===== src/hw/rtl/brmq_pkg.sv =====
// Shared types and constants for the byte ring message queue.
package brmq_pkg;

  // Queue depth in bytes; the pointers wrap at this power of two
  localparam int unsigned BufferBytes = 256;

  // Byte lanes: one bank per byte of the widest message
  localparam int unsigned NumBanks    = 8;
  localparam int unsigned BankW       = 3;
  localparam int unsigned MaxMsgBytes = 8;
  localparam int unsigned LenW        = 4;
  localparam int unsigned DataW       = 64;
  localparam int unsigned FillW       = 9;

  typedef logic [7:0] byte_t;

  typedef enum logic [1:0] {
    ACT_PUSH  = 2'd0,
    ACT_POP   = 2'd1,
    ACT_CLEAR = 2'd2
  } action_e;

  // Per-beat result control handed from the pointer logic to the output stage
  typedef struct packed {
    logic            ok;
    logic            head_valid;
    logic            head_byp;
    byte_t           byp_byte;
    logic [LenW-1:0] pop_len;
    logic [BankW-1:0] pop_lo;
    logic [BankW-1:0] head_lo;
    logic [FillW-1:0] fill;
  } res_ctrl_t;

endpackage


===== src/hw/rtl/brmq_bank.sv =====
// One byte bank of the queue store: one write port, two registered read ports.
module brmq_bank #(
  parameter int unsigned ROW_W = 5
) (
  input  logic                 clk_i,
  input  logic                 wr_en_i,
  input  logic [ROW_W-1:0]     wr_row_i,
  input  brmq_pkg::byte_t      wr_data_i,
  input  logic                 rd_en_i,
  input  logic [ROW_W-1:0]     rd_row_a_i,
  input  logic [ROW_W-1:0]     rd_row_b_i,
  output brmq_pkg::byte_t      rd_data_a_o,
  output brmq_pkg::byte_t      rd_data_b_o
);

  localparam int unsigned Rows = 2 ** ROW_W;

  brmq_pkg::byte_t mem [Rows];
  brmq_pkg::byte_t rd_a_q;
  brmq_pkg::byte_t rd_b_q;

  // Write one byte, read two rows; read data holds until the next read
  always_ff @(posedge clk_i) begin
    if (wr_en_i) begin
      mem[wr_row_i] <= wr_data_i;
    end
    if (rd_en_i) begin
      rd_a_q <= mem[rd_row_a_i];
      rd_b_q <= mem[rd_row_b_i];
    end
  end

  assign rd_data_a_o = rd_a_q;
  assign rd_data_b_o = rd_b_q;

endmodule


===== src/hw/rtl/brmq_ctrl.sv =====
// Queue pointers, byte count, fit checks and per-bank addressing.
module brmq_ctrl #(
  parameter int unsigned ROW_W        = 5
) (
  input  logic                                         clk_i,
  input  logic                                         rst_ni,
  input  logic                                         accept_i,
  input  logic [1:0]                                   action_i,
  input  logic [brmq_pkg::LenW-1:0]                    len_i,
  input  logic [brmq_pkg::DataW-1:0]                   data_i,
  output logic [brmq_pkg::NumBanks-1:0]                wr_en_o,
  output logic [brmq_pkg::NumBanks-1:0][ROW_W-1:0]     wr_row_o,
  output logic [brmq_pkg::NumBanks-1:0][7:0]           wr_data_o,
  output logic [brmq_pkg::NumBanks-1:0][ROW_W-1:0]     pop_row_o,
  output logic [ROW_W-1:0]                             head_row_o,
  output brmq_pkg::res_ctrl_t                          res_o
);

  localparam int unsigned BufBytes = brmq_pkg::BufferBytes;
  localparam int unsigned BankW = brmq_pkg::BankW;
  localparam int unsigned LenW  = brmq_pkg::LenW;
  localparam int unsigned NB    = brmq_pkg::NumBanks;
  localparam int unsigned PtrW  = ROW_W + BankW;
  localparam int unsigned CntW  = $clog2(BufBytes + 1);

  logic [PtrW-1:0] wp_q, wp_d, rp_q, rp_d;
  logic [CntW-1:0] cnt_q, cnt_d;

  brmq_pkg::action_e act;
  logic              len_ok, fits, enough, ok, push_ok, pop_ok;
  logic [CntW:0]     cnt_ext, len_ext;

  assign act     = brmq_pkg::action_e'(action_i);
  assign cnt_ext = {1'b0, cnt_q};
  assign len_ext = (CntW + 1)'(len_i);
  assign len_ok  = len_i <= LenW'(brmq_pkg::MaxMsgBytes);
  assign fits    = (cnt_ext + len_ext) <= (CntW + 1)'(BufBytes);
  assign enough  = cnt_ext >= len_ext;

  // Decide the outcome and the next pointers
  always_comb begin
    ok      = 1'b0;
    push_ok = 1'b0;
    pop_ok  = 1'b0;
    wp_d    = wp_q;
    rp_d    = rp_q;
    cnt_d   = cnt_q;
    case (act)
      brmq_pkg::ACT_PUSH: begin
        ok      = len_ok && fits;
        push_ok = ok;
        if (ok) begin
          wp_d  = wp_q + PtrW'(len_i);
          cnt_d = cnt_q + CntW'(len_i);
        end
      end
      brmq_pkg::ACT_POP: begin
        ok     = len_ok && enough;
        pop_ok = ok;
        if (ok) begin
          rp_d  = rp_q + PtrW'(len_i);
          cnt_d = cnt_q - CntW'(len_i);
        end
      end
      brmq_pkg::ACT_CLEAR: begin
        ok    = 1'b1;
        wp_d  = '0;
        rp_d  = '0;
        cnt_d = '0;
      end
      default: begin
        ok = 1'b0;
      end
    endcase
  end

  // Advance state on each accepted beat
  always_ff @(posedge clk_i or negedge rst_ni) begin
    if (!rst_ni) begin
      wp_q  <= '0;
      rp_q  <= '0;
      cnt_q <= '0;
    end else if (accept_i) begin
      wp_q  <= wp_d;
      rp_q  <= rp_d;
      cnt_q <= cnt_d;
    end
  end

  // Route message bytes to banks; a bank below the start lane takes the next row
  always_comb begin
    logic [BankW-1:0] wlane;
    logic [BankW-1:0] bidx;
    for (int b = 0; b < NB; b++) begin
      bidx         = BankW'(b);
      wlane        = bidx - wp_q[BankW-1:0];
      wr_en_o[b]   = accept_i && push_ok && ({1'b0, wlane} < len_i);
      wr_row_o[b]  = wp_q[PtrW-1:BankW] + ROW_W'(bidx < wp_q[BankW-1:0]);
      wr_data_o[b] = data_i[{wlane, 3'b000} +: 8];
      pop_row_o[b] = rp_q[PtrW-1:BankW] + ROW_W'(bidx < rp_q[BankW-1:0]);
    end
  end

  assign head_row_o = rp_d[PtrW-1:BankW];

  // Result control for the output stage
  always_comb begin
    res_o            = '0;
    res_o.ok         = ok;
    res_o.head_valid = cnt_d != '0;
    res_o.head_byp   = push_ok && (cnt_q == '0);
    res_o.byp_byte   = data_i[7:0];
    res_o.pop_len    = pop_ok ? len_i : '0;
    res_o.pop_lo     = rp_q[BankW-1:0];
    res_o.head_lo    = rp_d[BankW-1:0];
    res_o.fill       = brmq_pkg::FillW'(cnt_d);
  end

  // Pointer distance always tracks the byte count
  assert property (@(posedge clk_i) disable iff (!rst_ni)
    (wp_q - rp_q) == PtrW'(cnt_q))
    else $error("pointer distance and byte count disagree");

  assert property (@(posedge clk_i) disable iff (!rst_ni)
    cnt_q <= CntW'(BufBytes))
    else $error("byte count above buffer size");

  assert property (@(posedge clk_i) disable iff (!rst_ni)
    accept_i && !ok |=> $stable(cnt_q) && $stable(wp_q) && $stable(rp_q))
    else $error("failed operation changed queue state");

  assert property (@(posedge clk_i) disable iff (!rst_ni)
    $countones(wr_en_o) == ((accept_i && push_ok) ? int'(len_i) : 0))
    else $error("bank write count differs from pushed length");

endmodule


===== src/hw/rtl/brmq_out.sv =====
// Read-data stage, byte alignment and registered result beat.
module brmq_out (
  input  logic                                 clk_i,
  input  logic                                 rst_ni,
  input  logic                                 accept_i,
  input  brmq_pkg::res_ctrl_t                  res_i,
  input  logic [brmq_pkg::NumBanks-1:0][7:0]   pop_bytes_i,
  input  logic [brmq_pkg::NumBanks-1:0][7:0]   head_bytes_i,
  input  logic                                 out_stall_i,
  output logic                                 a_free_o,
  output logic                                 out_valid_o,
  output logic                                 success_o,
  output logic [brmq_pkg::DataW-1:0]           popped_data_o,
  output logic [brmq_pkg::FillW-1:0]           fill_level_o,
  output logic [7:0]                           head_byte_o,
  output logic                                 head_valid_o
);

  localparam int unsigned BankW = brmq_pkg::BankW;
  localparam int unsigned LenW  = brmq_pkg::LenW;
  localparam int unsigned NB    = brmq_pkg::NumBanks;

  logic                      a_valid_q;
  brmq_pkg::res_ctrl_t       a_res_q;
  logic                      b_valid_q;
  logic                      b_load;
  logic                      success_q, head_valid_q;
  logic [brmq_pkg::DataW-1:0] popped_q, popped_d;
  logic [brmq_pkg::FillW-1:0] fill_q;
  brmq_pkg::byte_t           head_q, head_d;

  assign b_load   = a_valid_q && (!b_valid_q || !out_stall_i);
  assign a_free_o = !a_valid_q || b_load;

  // Hold the beat's control while its bank reads complete
  always_ff @(posedge clk_i or negedge rst_ni) begin
    if (!rst_ni) begin
      a_valid_q <= 1'b0;
    end else if (accept_i) begin
      a_valid_q <= 1'b1;
    end else if (b_load) begin
      a_valid_q <= 1'b0;
    end
  end

  always_ff @(posedge clk_i) begin
    if (accept_i) begin
      a_res_q <= res_i;
    end
  end

  // Rotate bank bytes into message order and drop unused lanes
  always_comb begin
    logic [BankW-1:0] lane;
    for (int i = 0; i < NB; i++) begin
      lane = a_res_q.pop_lo + BankW'(i);
      popped_d[i*8 +: 8] = (LenW'(i) < a_res_q.pop_len) ? pop_bytes_i[lane] : 8'h00;
    end
  end

  // Pick the head byte; a push into an empty queue forwards its first byte
  always_comb begin
    head_d = 8'h00;
    if (a_res_q.head_valid) begin
      head_d = a_res_q.head_byp ? a_res_q.byp_byte : head_bytes_i[a_res_q.head_lo];
    end
  end

  // Result register
  always_ff @(posedge clk_i or negedge rst_ni) begin
    if (!rst_ni) begin
      b_valid_q <= 1'b0;
    end else if (b_load) begin
      b_valid_q <= 1'b1;
    end else if (!out_stall_i) begin
      b_valid_q <= 1'b0;
    end
  end

  always_ff @(posedge clk_i) begin
    if (b_load) begin
      success_q    <= a_res_q.ok;
      popped_q     <= popped_d;
      fill_q       <= a_res_q.fill;
      head_q       <= head_d;
      head_valid_q <= a_res_q.head_valid;
    end
  end

  assign out_valid_o   = b_valid_q;
  assign success_o     = success_q;
  assign popped_data_o = popped_q;
  assign fill_level_o  = fill_q;
  assign head_byte_o   = head_q;
  assign head_valid_o  = head_valid_q;

  // A waiting beat is never overwritten or dropped
  assert property (@(posedge clk_i) disable iff (!rst_ni)
    a_valid_q && !b_load |-> !accept_i)
    else $error("new beat accepted over a waiting beat");

  assert property (@(posedge clk_i) disable iff (!rst_ni)
    b_valid_q && (popped_q != '0) |-> success_q)
    else $error("popped data on a failed operation");

  assert property (@(posedge clk_i) disable iff (!rst_ni)
    b_valid_q && !head_valid_q |-> (fill_q == '0) && (head_q == 8'h00))
    else $error("empty queue reports fill or head byte");

endmodule


===== src/hw/rtl/byte_ring_message_queue_top.sv =====
// Top level of the byte ring message queue: control, byte banks and result stage.
// An accepted beat waits in the control stage during its bank reads, then in the result register.
// Throughput: one push, pop or clear per cycle unless stalled; eight byte banks each
// take one write and two reads per cycle, so any message of up to eight bytes fits one pass.
// Reset: pointers, byte count and beat valids clear asynchronously; the byte
// store itself is not cleared and needs no clearing pass.
module byte_ring_message_queue_top (
  input  logic        clk_i,
  input  logic        rst_ni,
  input  logic        in_valid_i,
  output logic        in_stall_o,
  input  logic [1:0]  action_i,
  input  logic [3:0]  message_length_i,
  input  logic [63:0] message_data_i,
  output logic        out_valid_o,
  input  logic        out_stall_i,
  output logic        success_o,
  output logic [63:0] popped_data_o,
  output logic [8:0]  fill_level_o,
  output logic [7:0]  head_byte_o,
  output logic        head_valid_o
);

  localparam int unsigned NB      = brmq_pkg::NumBanks;
  localparam int unsigned RowsMin = (brmq_pkg::BufferBytes + NB - 1) / NB;
  localparam int unsigned RowW    = $clog2(RowsMin);

  logic                          accept;
  logic                          a_free;
  logic [NB-1:0]                 wr_en;
  logic [NB-1:0][RowW-1:0]       wr_row;
  logic [NB-1:0][7:0]            wr_data;
  logic [NB-1:0][RowW-1:0]       pop_row;
  logic [RowW-1:0]               head_row;
  logic [NB-1:0][7:0]            pop_bytes;
  logic [NB-1:0][7:0]            head_bytes;
  brmq_pkg::res_ctrl_t           res;

  assign in_stall_o = !a_free;
  assign accept     = in_valid_i && !in_stall_o;

  brmq_ctrl #(
    .ROW_W        (RowW)
  ) u_ctrl (
    .clk_i      (clk_i),
    .rst_ni     (rst_ni),
    .accept_i   (accept),
    .action_i   (action_i),
    .len_i      (message_length_i),
    .data_i     (message_data_i),
    .wr_en_o    (wr_en),
    .wr_row_o   (wr_row),
    .wr_data_o  (wr_data),
    .pop_row_o  (pop_row),
    .head_row_o (head_row),
    .res_o      (res)
  );

  // Byte-banked store, one bank per message byte lane
  for (genvar b = 0; b < NB; b++) begin : g_bank
    brmq_bank #(
      .ROW_W (RowW)
    ) u_bank (
      .clk_i       (clk_i),
      .wr_en_i     (wr_en[b]),
      .wr_row_i    (wr_row[b]),
      .wr_data_i   (wr_data[b]),
      .rd_en_i     (accept),
      .rd_row_a_i  (pop_row[b]),
      .rd_row_b_i  (head_row),
      .rd_data_a_o (pop_bytes[b]),
      .rd_data_b_o (head_bytes[b])
    );
  end

  brmq_out u_out (
    .clk_i         (clk_i),
    .rst_ni        (rst_ni),
    .accept_i      (accept),
    .res_i         (res),
    .pop_bytes_i   (pop_bytes),
    .head_bytes_i  (head_bytes),
    .out_stall_i   (out_stall_i),
    .a_free_o      (a_free),
    .out_valid_o   (out_valid_o),
    .success_o     (success_o),
    .popped_data_o (popped_data_o),
    .fill_level_o  (fill_level_o),
    .head_byte_o   (head_byte_o),
    .head_valid_o  (head_valid_o)
  );

endmodule

===== config.mk =====
export PLATFORM = sky130hd
export DESIGN_NAME = byte_ring_message_queue_top
export DESIGN_NICKNAME = d
export VERILOG_FILES = /design/src/hw/rtl/brmq_pkg.sv /design/src/hw/rtl/brmq_bank.sv /design/src/hw/rtl/brmq_ctrl.sv /design/src/hw/rtl/brmq_out.sv /design/src/hw/rtl/byte_ring_message_queue_top.sv
export SDC_FILE = /design/constraint.sdc
export NUM_CORES = 2
export LEC_CHECK = 0
export BUFFER_PORTS_ARGS = -buffer_cell sky130_fd_sc_hd__buf_4
export CAP_MARGIN = 0
export CELL_PAD_IN_SITES_DETAIL_PLACEMENT = 1
export CELL_PAD_IN_SITES_GLOBAL_PLACEMENT = 2
export CORE_UTILIZATION = 53
export DETAILED_ROUTE_END_ITERATION = 8
export PLACE_DENSITY_LB_ADDON = 0.05
export SLEW_MARGIN = 20
export SYNTH_ARGS = -nofsm -noshare
export SYNTH_HDL_FRONTEND = slang
export SYNTH_SLANG_ARGS = --single-unit

===== constraint.sdc =====
create_clock -name clk_i -period 18 [get_ports clk_i]
set_clock_uncertainty 0.05 [all_clocks]
set_input_delay 1.8 -clock clk_i [delete_from_list [all_inputs] [get_ports clk_i]]
set_output_delay 1.8 -clock clk_i [all_outputs]
set_load 0.05 [all_outputs]

==> run_results.csv <==
group,metric,value,unit
yosys,synthesis.nets,6591,
yosys,post-synth-top-area-fraction,0.617,
clock_network,cts_tree,"yes",
floorplanning,floorplan.core_area,0.208,mm²
yosys,synth-main-ff-cell,"edfxtp_1",
setup_path,end_kind,"flip-flop",
yosys,mappedNetlistArea,0.111,mm²
floorplanning,floorplan.io_pins,159,
timing,transition_at_the_pin_with_the_smallest_max_transition_slack,1330,ps
finish,final-instance-count-excl-fill,9613,
setup_path,timing.critical_path.required,18580,ps
setup_path,crit_arrival,8420,ps
grt,number_of_antenna_violations_at_the_first_check_in_global_routing,32,
route,via_per_inst,7.14,
setup_path,cp_common_cell,"buf_4",
setup_path,critical_path.reg2reg.startpoint,"u_ctrl.cnt_q[3]$_DFFE_PN0P_",
hold_path,timing.hold.worst_endpoint,"u_out.success_o$_DFFE_PP_",
route,route.detailed.wl_per_inst,39.8,µm
setup_path,cp_slowest_cell,"buf_4",
setup_path,crit_type,"in2reg",
clock_network,ctsResizeCount,0,
timing,timing.setup.tns,0,ps
place,dpl_cell_area,0.117,mm²
finish,fraction_of_final_layout_cells_with_drive_strength_greater_than_1,0.320,
grt,grt_use_total,0.366,
grt,grt_overflow,0,
clock_network,cts_hold_buffers,0,
setup_path,crit_chain,"buf_4, inv_1, ha_1, o21a_1, o31a_1, o21a_1, o221a_4, buf_4, buf_4, buf_4, mux4_2, a22oi_1, nand4_1",
place,dp_hpwl,260000,µm
yosys,ys_types,75,
hold_path,min-delay-path-class,"reg2reg",
clock_network,post-cts-setup-buffers,0,
finish,layout.cell_area.non_filler,0.125,mm²
grt,grt_pass1_vias,69298,
floorplanning,design.die.area,0.212,mm²
finish,design.final.nets,6744,
timing,fin_crit,7840,ps
yosys,avgSynthCellArea,17.3,µm²
floorplanning,start_util,0.536,
yosys,seq_area_frac_synth,0.623,
grt,grt_max_degree,142,
power,vdd_drop_max,0.000133,V
setup_path,worst-path-max-fanout,64,
route,vias,68596,
yosys,yosysMostFrequentCell,"edfxtp_1",
clock_network,clkSlewWorstSetupHoldPaths,60,ps
route,drc_errors,0,
timing,setup_viol_count_final,0,
yosys,synth_enable_flop_cells,2289,
yosys,synth_seq_cells,2316,
power,powerDensity,129,mW/mm²
clock_network,clock_insertion_delay_worst_skew,920,ps
power,leakagePower,39.7,nW
yosys,synth.yosys.warnings,0,
yosys,synth-async-reset-ratio,0.0117,
hold_path,whs_path_depth,0,
setup_path,timing.reg2reg.worst_path_depth,11,
clock_network,htreeDepth,4,
setup_path,regToRegSetupSlack,10960,ps
route,drt_iter0_markers,9338,
place,port-buffer-count,158,
place,place.gp.congestion,0.964,
setup_path,worstSetupStartpointType,"input pin",
route,totalWireLength,383000,µm
timing,finalHoldViolations,0,
route,final_ant_viol_nets,0,
place,placed_cells,9144,
timing,slew_violations,0,
timing,rsz0062_at_grt,"false",
finish,layout-area-overhead-vs-synth,12.2,%
route,detail_route.first_pass.iterations,5,
setup_path,cpPeakStageDelay,910,ps
yosys,yosys-top-cells-count,"edfxtp_1 (2289), mux4_2 (1168), nand2_1 (944)",
status,result_of_the_run,"finished, final reports clean",
grt,global_route_wire_length_before_repair,537000,µm
floorplanning,die_h,461,µm
hold_path,timing.hold.worst.start,"u_out.a_res_q[29]$_DFFE_PP_",
timing,maxSlewHeadroom,0.111,
floorplanning,die_x,461,µm
setup_path,ff_to_ff_end,"g_bank[1].u_bank.rd_data_b_o[6]$_DFFE_PP_",
timing,max_freq,128,MHz
yosys,post_synth_inst_count,6443,
floorplanning,rows,167,
flow_run,cap_viol_max_count,0,
yosys,synthDominantAreaCellType,"edfxtp_1",
timing,final_period_util,0.436,
clock_network,clk_path_buf_depth,3,
clock_network,clk_root_buffer_cell,"clkbuf_16",
clock_network,cts_made_buffers,238,
clock_network,clkSinkCount,2316,
yosys,synth.top_cells.by_area,"edfxtp_1 (62%), mux4_2 (24%), nand2_1 (3.2%), a22oi_1 (1.3%), nor2_1 (1.0%)",
-- critical path, delay by kind of cell --
family	cells	cell delay (ps)
AO/OA/AOI/OAI	5	2260
multiplexers	1	620
AND/OR/NAND/NOR	1	130
adder cells (fa/ha/maj)	1	570
buffers and inverters	5	2900
-- power breakdown --
part	internal, mW	switching [mW]
clock	3.07	2.20
sequential	6.84	0.167
combinational	1.29	2.59
-- final cells by class --
type                            count  area (µm²)
Timing Repair Buffer              378        2920
Inverter                           41         161
Tap cell                         2788        3490
Clock inverter                    178        2110
Multi-Input combinational cell   3621       40700
Antenna cell                       17        42.5
Fill cell                       18164       83000
Clock buffer                      274        6220
Sequential cell                  2316       69400
-- how the worst max path moves through the flow --
stage | to | cells after the start | startpoint | slack (ps)
after floorplan | u_out.fill_level_o[0]$_DFFE_PP_ | 1 | out_stall_i | 9470
after global placement | g_bank[1].u_bank.rd_data_b_o[2]$_DFFE_PP_ | 13 | message_length_i[3] | 9410
after detailed placement | g_bank[1].u_bank.rd_data_b_o[6]$_DFFE_PP_ | 13 | message_length_i[3] | 9180
after CTS | g_bank[1].u_bank.rd_data_b_o[6]$_DFFE_PP_ | 13 | message_length_i[3] | 10160
after global routing | g_bank[1].u_bank.rd_data_b_o[2]$_DFFE_PP_ | 13 | message_length_i[3] | 9690
final | g_bank[1].u_bank.rd_data_b_o[6]$_DFFE_PP_ | 13 | message_length_i[3] | 10160
-- through the flow --
stage	hold WS [ps]	setup WS, ps	util	power (mW)
global route	383	9690	0.601	16.6
finish	373	10160	0.601	16.2
detailed placement	359	9180	0.560	10.9
CTS	374	10160	0.600	16.2
global placement	352	9410	0.560	10.8
floorplan	350	9470	-	9.41
-- cells by family (layout without fill, tap and decap cells) --
| group | Yosys count | after routing | share of synthesized area |
|---|---|---|---|
| flip-flops | 2316 | 2316 | 0.623 |
| AND/OR/NAND/NOR | 1704 | 1704 | 0.0662 |
| multiplexers | 1267 | 1267 | 0.246 |
| AO/OA/AOI/OAI | 517 | 517 | 0.0331 |
| buffers and inverters | 506 | 871 | 0.0189 |
| adder cells (fa/ha/maj) | 74 | 74 | 0.00864 |
| XOR/XNOR | 59 | 59 | 0.00464 |
| other | 0 | 17 | 0 |
-- flip-flops by register name, indices dropped and copies added, names as in the netlist, 8 cells and up --
signal                     cells
g_bank.u_bank.mem           2048
g_bank.u_bank.rd_data_a_o     64
g_bank.u_bank.rd_data_b_o     64
u_out.popped_data_o           64
u_out.a_res_q                 30
u_ctrl.cnt_q                   9
u_out.fill_level_o             9
u_ctrl.rp_q                    8
u_ctrl.wp_q                    8
u_out.head_byte_o              8
-- routing by layer --
metal  global-route usage  share of wire  wire length [µm]  up-vias
met5                    0        0.00071               271        -
met4                0.213          0.068             26100       34
met3               0.0715          0.092             35200      794
met2                0.566           0.47            180000     4021
met1                0.486           0.37            141000    36766
li1                     -              -                 -    26981
-- layout by cell type (no fill, tap or decap), drive strengths merged, types with 15 or more instances in the layout --
master	n
clkinvlp	24
a31oi	67
and2	15
nand2b	21
nor2b	22
nand4	76
inv	47
a32oi	64
dfrtp	27
a21oi	68
clkinv	107
xor2	35
mux2	71
buf	378
clkbuf	274
nor3	44
ha	69
diode	17
nor2	302
bufinv	41
nand2	944
edfxtp	2289
a22oi	191
nand3	167
o21ai	40
xnor2	24
mux2i	28
and3	73
mux4	1168
(Power assumes the default switching activity.)
